**src/hdl/joint_waypoint_sequencer_unit_macros.svh**
```systemverilog
// Assertion macros for the joint waypoint sequencer.
`ifndef JOINT_WAYPOINT_SEQUENCER_UNIT_MACROS_SVH
`define JOINT_WAYPOINT_SEQUENCER_UNIT_MACROS_SVH
`ifndef SYNTHESIS
`define JWS_ASSERT_IMPL(label, clk, rst, a, c, msg) \
   label: assert property (@(posedge clk) disable iff (rst) (a) |-> (c)) else $error(msg);
`define JWS_ASSERT_NEXT(label, clk, rst, a, c, msg) \
   label: assert property (@(posedge clk) disable iff (rst) (a) |=> (c)) else $error(msg);
`else
`define JWS_ASSERT_IMPL(label, clk, rst, a, c, msg)
`define JWS_ASSERT_NEXT(label, clk, rst, a, c, msg)
`endif
`endif

```
**src/hdl/jws_pkg.sv**
```systemverilog
`timescale 1ns / 1ps
package jws_pkg;
   localparam logic [1:0] MODE_LOAD   = 2'd0;
   localparam logic [1:0] MODE_START  = 2'd1;
   localparam logic [1:0] MODE_TICK   = 2'd2;
   localparam logic [1:0] MODE_CANCEL = 2'd3;

   localparam logic [1:0] ST_IDLE    = 2'd0;
   localparam logic [1:0] ST_MOVING  = 2'd1;
   localparam logic [1:0] ST_HOLD    = 2'd2;
   localparam logic [1:0] ST_TIMEOUT = 2'd3;

   localparam logic [2:0] CSR_GAIN    = 3'd0;
   localparam logic [2:0] CSR_DUR     = 3'd1;
   localparam logic [2:0] CSR_TOL     = 3'd2;
   localparam logic [2:0] CSR_TIMEOUT = 3'd3;
   localparam logic [2:0] CSR_STEPS   = 3'd4;
   localparam logic [2:0] CSR_JOINTS  = 3'd5;

   // positions and targets are Q16.16 radians
   localparam int        POS_FRAC_BITS = 16;
   localparam int        GAIN_FRAC_BITS = 16;
   localparam logic [19:0] USEC_PER_SEC = 20'd1000000;

   typedef struct packed {
      logic        start;
      logic [63:0] dividend;
      logic [31:0] divisor;
   } div_req_type;

   typedef struct packed {
      logic        busy;
      logic        done;
      logic [63:0] quotient;
   } div_rsp_type;
endpackage

```
**src/hdl/jws_divider.sv**
```systemverilog
`timescale 1ns / 1ps
`include "joint_waypoint_sequencer_unit_macros.svh"
// Restoring divider, one quotient bit per cycle, 64 / 32.
module jws_divider (
   input  logic                 clock,
   input  logic                 reset,
   input  jws_pkg::div_req_type req,
   output jws_pkg::div_rsp_type rsp
);
   logic [63:0] quo_ff, quo_in;
   logic [32:0] rem_ff, rem_in;
   logic [31:0] dvs_ff, dvs_in;
   logic [6:0]  cnt_ff, cnt_in;
   logic        busy_ff, busy_in, done_ff, done_in;
   logic [32:0] trial;

   always_comb begin
      quo_in = quo_ff; rem_in = rem_ff; dvs_in = dvs_ff;
      cnt_in = cnt_ff; busy_in = busy_ff; done_in = 1'b0;
      trial = {rem_ff[31:0], quo_ff[63]};
      if (req.start) begin
         quo_in = req.dividend; rem_in = '0; dvs_in = req.divisor;
         cnt_in = 7'd64; busy_in = 1'b1;
      end else if (busy_ff) begin
         if (trial >= {1'b0, dvs_ff}) begin
            rem_in = trial - {1'b0, dvs_ff};
            quo_in = {quo_ff[62:0], 1'b1};
         end else begin
            rem_in = trial;
            quo_in = {quo_ff[62:0], 1'b0};
         end
         cnt_in = cnt_ff - 7'd1;
         if (cnt_ff == 7'd1) begin
            busy_in = 1'b0; done_in = 1'b1;
         end
      end
   end

   always_ff @(posedge clock) begin
      quo_ff <= quo_in; rem_ff <= rem_in; dvs_ff <= dvs_in;
      if (reset) begin
         cnt_ff <= '0; busy_ff <= 1'b0; done_ff <= 1'b0;
      end else begin
         cnt_ff <= cnt_in; busy_ff <= busy_in; done_ff <= done_in;
      end
   end

   assign rsp.busy = busy_ff;
   assign rsp.done = done_ff;
   assign rsp.quotient = quo_ff;

   `JWS_ASSERT_NEXT(a_div_done_once, clock, reset, done_ff, !done_ff, "divider done held")
   `JWS_ASSERT_IMPL(a_div_cnt, clock, reset, busy_ff, cnt_ff != 7'd0, "busy with zero count")
   `JWS_ASSERT_IMPL(a_div_excl, clock, reset, done_ff, !busy_ff, "done while busy")
endmodule

```
**config.mk**
```make
export PLATFORM = sky130hd
export DESIGN_NAME = jws_divider
export DESIGN_NICKNAME = d
export VERILOG_FILES = /design/src/hdl/jws_pkg.sv /design/src/hdl/jws_divider.sv
export VERILOG_INCLUDE_DIRS = /design/src /design/src/hdl
export SDC_FILE = /design/constraint.sdc
export NUM_CORES = 1
export LEC_CHECK = 0
export BUFFER_PORTS_ARGS = -buffer_cell sky130_fd_sc_hd__buf_4
export CAP_MARGIN = 20
export CORE_AREA = 2 2 154 96
export DETAILED_ROUTE_END_ITERATION = 7
export DIE_AREA = 0 0 156 98
export GPL_TIMING_DRIVEN = 0
export PLACE_DENSITY_LB_ADDON = 0.08
export SLEW_MARGIN = 20
export SYNTH_ARGS = -nofsm -noshare
export SYNTH_HDL_FRONTEND = slang
export SYNTH_SLANG_ARGS = --single-unit
```
**constraint.sdc**
```tcl
create_clock -name clock -period 3.55 [get_ports clock]
set_input_delay 0.5325 -clock clock [delete_from_list [all_inputs] [get_ports clock]]
set_output_delay 0.5325 -clock clock [all_outputs]
set_load 0.005 [all_outputs]
```
==> results of run 1 <==
final cells by class:
cell class / instances / area, um2
plain buffers: 36 / 199
clock buffers: 17 / 425
clock inverters: 15 / 210
fillers: 1076 / 4420
inverters: 48 / 183
multi-input cells: 467 / 3370
flip-flops and latches: 137 / 3700
well taps: 180 / 225
repair buffers: 165 / 1260
synthesized netlist by cell type (2+ instances only):
master and n:
buf_4 3, nor3_1 9, or2_2 4, buf_2 10, xnor2_1 19, dfxtp_1 41
a21o_1 8, and3_1 3, xor2_1 13, a21oi_1 48, o21a_1 4, a2111oi_0 2
o21ai_0 33, clkbuf_1 17, nand2_1 52, a211oi_1 17, nor4_1 2, o2111ai_1 2
buf_6 3, nand4_1 7, mux2i_1 16, mux2_2 64, o211ai_1 7, ha_1 34
or4_1 2, a31o_2 2, nand3_1 8, nand2b_1 6, o22ai_1 2, o31ai_1 5
edfxtp_1 96, a31oi_1 3, nor3b_1 2, o21ai_1 6, and4_1 2, inv_1 48
nor2_1 53, or3_1 5, nor2b_1 4, o21bai_1 5, a311oi_1 6
routing by layer:
layer | GRT usage [%] | vias to the layer above | wire [um]
met5 | 0 | - | 0
met4 | 7.41 | 0 | 310
met3 | 7.46 | 26 | 1770
met2 | 40.3 | 261 | 8610
met1 | 37.1 | 2888 | 9150
li1 | - | 2879 | -
flip-flops by register name, indices dropped and copies added (netlist names):
name     count
quo_ff      64
dvs_ff      32
rem_ff      32
cnt_ff       7
busy_ff      1
done_ff      1
metrics by stage:
| step | instance area, um2 | hold WS [ns] | setup WS, ns | cells | setup TNS, ns |
|---|---|---|---|---|---|
| floorplan | 7450 | 0.453 | 0.814 | 688 | 0 |
| global placement | 8910 | 0.470 | -0.552 | 1032 | -35.52 |
| detailed placement | 8940 | 0.479 | 0.463 | 1033 | 0 |
| CTS | 9570 | 0.281 | 0.408 | 1065 | 0 |
| global route | 9570 | 0.276 | 0.0745 | 1065 | 0 |
| finish | 9570 | 0.292 | 0.257 | 1065 | 0 |
cell usage in the layout, fill, tap and decap left out, types with 7 or more instances in the layout:
cell type / count
buf_4: 167
edfxtp_1: 96
mux2_2: 64
nor2_1: 53
nand2_1: 52
a21oi_1: 48
inv_1: 47
dfxtp_1: 41
ha_1: 34
o21ai_0: 33
xnor2_1: 19
clkbuf_1: 17
a211oi_1: 17
clkbuf_16: 17
mux2i_1: 16
xor2_1: 13
buf_2: 10
nor3_1: 9
a21o_1: 8
nand3_1: 8
nand4_1: 7
o211ai_1: 7
worst register-to-register path, delay by kind of cell, from the launching register on:
family | cells | cell delay [ns]
AO/OA/AOI/OAI | 7 | 1.95
flip-flops | 1 | 0.45
adder cells (fa/ha/maj) | 2 | 0.42
XOR/XNOR | 1 | 0.19
buffers and inverters | 1 | 0.09
AND/OR/NAND/NOR | 1 | 0.08
logic make-up (layout without fill, tap and decap cells):
logic type / Yosys count / count (layout) / share of synthesized area, %
simple gates: 165 / 165 / 10.6
mux: 80 / 80 / 11.8
buf+inv: 84 / 281 / 5.09
flops: 137 / 137 / 49.7
compound gates: 155 / 155 / 13.0
fa+ha+maj: 35 / 35 / 5.98
xor+xnor: 32 / 32 / 3.76
power by group:
| group | switching [mW] | internal (mW) |
|---|---|---|
| Combinational | 0.461 | 0.432 |
| Clock | 0.745 | 1.19 |
| Sequential | 0.0791 | 1.87 |
| Total | 1.29 | 3.50 |
path summary, 6_finish.rpt:
| path | from | endpoint | slack [ns] | depth (start not counted) |
|---|---|---|---|---|
| setup / recovery | quo_ff[63]$_DFFE_PP_ | rem_ff[24]$_SDFFE_PP0P_ | 0.26 | 12 |
| hold / removal | req[14] | dvs_ff[14]$_DFFE_PP_ | 0.29 | 1 |
| setup reg to reg | quo_ff[63]$_DFFE_PP_ | rem_ff[24]$_SDFFE_PP0P_ | 0.26 | 12 |
| hold reg to reg | rem_ff[29]$_SDFFE_PP0P_ | rem_ff[29]$_SDFFE_PP0P_ | 0.49 | 2 |
==> flow_metrics.tcl, run 1 <==
set metrics [dict create \
    root_buffer "clkbuf_16" \
    syn_area_um2 7450 \
    leakagePower_nw 3.99 \
    skew_ns 0.00839 \
    gr-total-overflow 0 \
    start_util_pct 53.2 \
    max_freq_ghz 0.304 \
    first_pass_iters 5 \
    yosysTopAreaCell "edfxtp_1" \
    period_share_pct 92.7 \
    cts_buffers 17 \
    synth_cell_type_count 56 \
    die_area_um2 15300 \
    routed_wl_um 19800 \
    cp.required_ns 3.86 \
    cp_max_fo 4 \
    core_um2 14000 \
    hp-class "input port to flop" \
    dr_total_vias 6054 \
    slew_viol_final 0 \
    relSlewSlack_pct 38.9 \
    path_buf_inv 1 \
    areaGrowthSynthToFinish_pct 28.5 \
    grt_pass1_wl_um 31200 \
    ys_async_sr_fraction_pct 0 \
    yosys-top-cells-area "edfxtp_1 (39%), dfxtp_1 (11%), mux2_2 (9.7%), ha_1 (5.7%), a21oi_1 (3.2%)" \
    cpMostUsedCell "o21ai_0" \
    maxCapViolations 0 \
    yosys_warnings 0 \
    end_kind "flop" \
    ant_nets 0 \
    holdBufCountCts 0 \
    clock-sinks 137 \
    syn-mean-instance-area_um2 10.8 \
    path_class "flop to flop" \
    hold_viol 0 \
    vias_per_cell 5.68 \
    antenna_found_initial 0 \
    synth_nets 822 \
    totalPowerFinal_mw 4.78 \
    gp_congestion 0.927 \
    post_cts.repair.setup_buffers 0 \
    critPathMaxStageDelay_ns 0.63 \
    synth.ff_latch_count 137 \
    synthCells 688 \
    drive_gt1_share_pct 33.0 \
    grt_pass1_vias 5902 \
    netlist.area_leader.share_pct 38.7 \
    p_per_area_nw_per_um2 499 \
    path_clk_slew_ns 0.07 \
    rsz0062_at_grt "false" \
    cts_tree "built" \
    h-tree-depth 4 \
    fin_nets 1006 \
    status "finished, final reports clean" \
    path_cells "inv_1 > ha_1 > fa_1 > nor2b_1 > o21bai_1 > a21oi_1 > o21ai_0 > a21oi_1 > o21ai_0 > o21ai_0 > xor2_1 > a31o_2" \
    num_rows 34 \
    finalSetupViolations 0 \
    die_height_um 98 \
    fin_crit_ns 3.29 \
    cts_max_path_buffers 2 \
    insertion_delay_ns 0.41 \
    synthFlopType "edfxtp_1" \
    dpl.hpwl_um 14300 \
    drc 0 \
    irDropWorstVdd_mv 0.260 \
    grt_max_degree 65 \
    final_util_pct 68.4 \
    worstMarginPinSlew_ns 0.916 \
    ys_seq_area_share_pct 49.7 \
    grt.total_usage_pct 26.4 \
    crit_family "compound AO/OA/AOI/OAI gates" \
    synth_edf_count 96 \
    die_x_um 156 \
    drtIter0Drc 582 \
    slowest_stage "o21ai_0" \
    pin_count 165 \
    antenna_cells 0 \
    start_kind "flop" \
    cts_resized 0 \
    io_buffers 164 \
    wl_per_cell_um 18.6 \
    cp_data_arrival_time_ns 3.60 \
]
Note: power is estimated with default switching activity, not from simulation.
==> run 2: changes to the inputs <==
Settings changed: CORE_AREA 2 2 154 96 to 2 2 120 122, DIE_AREA 0 0 156 98 to 0 0 122 124.
==> run 2 against run 1 <==
Against the previous run:
- die area is 1.0% lower
- final cell count stayed put
- utilization is 0.77 points higher
- non-clock buffer count stayed put
- sequential share of layout area is 0.34 points higher
- combinational power is 2.2% lower
- final area is 0.88% lower
- largest power group unchanged
==> flow_metrics.tcl, run 2 (synthesis gave the netlist of run 1 again) <==
set metrics [dict create \
    grt_pass1_wl_um 30000 \
    fin_crit_ns 3.14 \
    leakagePower_nw 3.96 \
    grt.total_usage_pct 26.0 \
    fin_area_um2 9490 \
    vias_per_cell 5.62 \
    cts_tree "built" \
    skew_ns 0.00955 \
    first_pass_iters 5 \
    start_util_pct 54.3 \
    pin_count 165 \
    status "finished, final reports clean" \
    die_height_um 124 \
    irDropWorstVdd_mv 0.353 \
    io_buffers 164 \
    end_kind "flop" \
    root_buffer "clkbuf_16" \
    antenna_found_initial 0 \
    gp_congestion 0.983 \
    max_freq_ghz 0.318 \
    reg_top3 "quo_ff: 64 flops, dvs_ff: 32 flops, rem_ff: 32 flops" \
    insertion_delay_ns 0.43 \
    totalPowerFinal_mw 4.47 \
    hold_viol 0 \
    dpl_cell_area_um2 8940 \
    cts_resized 0 \
    cp_data_arrival_time_ns 3.46 \
    drc 0 \
    regMostFlops "quo_ff" \
    post_cts.repair.setup_buffers 0 \
    fillers 1059 \
    drive_gt1_share_pct 32.7 \
    dr_total_vias 5985 \
    gr-total-overflow 0 \
    core_um2 13700 \
    grt_max_degree 49 \
    holdBufCountCts 0 \
    worstMarginPinSlew_ns 0.862 \
    cp_max_fo 4 \
    hp-class "input port to flop" \
    rsz0062_at_grt "false" \
    largest_reg_flops 64 \
    start_kind "flop" \
    grt_pass1_vias 6097 \
    die_x_um 122 \
    h-tree-depth 4 \
    slew_viol_final 0 \
    finalSetupViolations 0 \
    path_class "flop to flop" \
    routed_wl_um 19000 \
    cp.required_ns 3.87 \
    cts_buffers 17 \
    cts_max_path_buffers 2 \
    final_cell_mix "buf_4 (167), edfxtp_1 (96), mux2_2 (64)" \
    fin_nets 1006 \
    mostFrequentLayoutCell "buf_4" \
    num_rows 43 \
    p_per_area_nw_per_um2 471 \
    drtIter0Drc 499 \
    relSlewSlack_pct 42.5 \
    wl_per_cell_um 17.8 \
    antenna_cells 0 \
    maxCapViolations 0 \
    path_clk_slew_ns 0.06 \
    dpl.hpwl_um 13900 \
    clock-sinks 137 \
    ant_nets 0 \
    period_share_pct 88.5 \
    areaGrowthSynthToFinish_pct 27.4 \
    die_area_um2 15100 \
]
run 2: worst paths after layout:
path	startpoint	endpoint	slack (ns)	depth (start not counted)
max	quo_ff[63]$_DFFE_PP_	rem_ff[24]$_SDFFE_PP0P_	0.41	12
min	reset	cnt_ff[6]$_SDFFE_PP0P_	0.27	2
max reg2reg	quo_ff[63]$_DFFE_PP_	rem_ff[24]$_SDFFE_PP0P_	0.41	12
min reg2reg	rem_ff[31]$_SDFFE_PP0P_	rem_ff[31]$_SDFFE_PP0P_	0.49	2
run 2: per-layer routing:
metal	part of all wire, %	vias up	track usage [%]	wire length (um)
met5	0	-	0	0
met4	3.1	0	11.9	593
met3	8.4	41	9.71	1590
met2	48	217	43.8	9120
met1	40	2861	29.4	7660
li1	-	2866	-	-
run 2: per-stage QoR:
stage               setup slack (ns)  hold slack, ns  utilization [%]  std cells  TNS [ns]
detailed placement             0.549           0.483             65.1       1033         0
global route                   0.268           0.266             69.2       1065         0
finish                         0.409           0.275             69.2       1065         0
CTS                            0.519           0.259             69.2       1065         0
global placement              -0.627           0.470             64.9       1032    -40.47
floorplan                      0.814           0.453                -        688         0
run 2: area by class of cell:
cell class / count / area, um2 / area share, %
Inverter: 48 / 183 / 1.93
Sequential cell: 137 / 3700 / 39.0
Tap cell: 180 / 225 / 2.37
Multi-Input combinational cell: 467 / 3370 / 35.5
Clock inverter: 9 / 63.8 / 0.672
Clock buffer: 23 / 488 / 5.14
Timing Repair Buffer: 165 / 1260 / 13.3
Buffer: 36 / 199 / 2.10
run 2: critical path: stages, from the launching register on:
cell,delay (ns)
edfxtp_1,0.41
inv_1,0.08
ha_1,0.17
fa_1,0.23
nor2b_1,0.08
o21bai_1,0.17
a21oi_1,0.11
o21ai_0,0.40
a21oi_1,0.13
o21ai_0,0.59
o21ai_0,0.22
xor2_1,0.19
a31o_2,0.25
run 2: power breakdown:
| part | switching (mW) | internal (mW) | total (mW) | leakage (nW) |
|---|---|---|---|---|
| Combinational | 0.442 | 0.431 | 0.873 | 2.40 |
| Clock | 0.675 | 0.968 | 1.64 | 0.268 |
| Sequential | 0.0789 | 1.87 | 1.95 | 1.29 |
| Total | 1.20 | 3.27 | 4.47 | 3.96 |
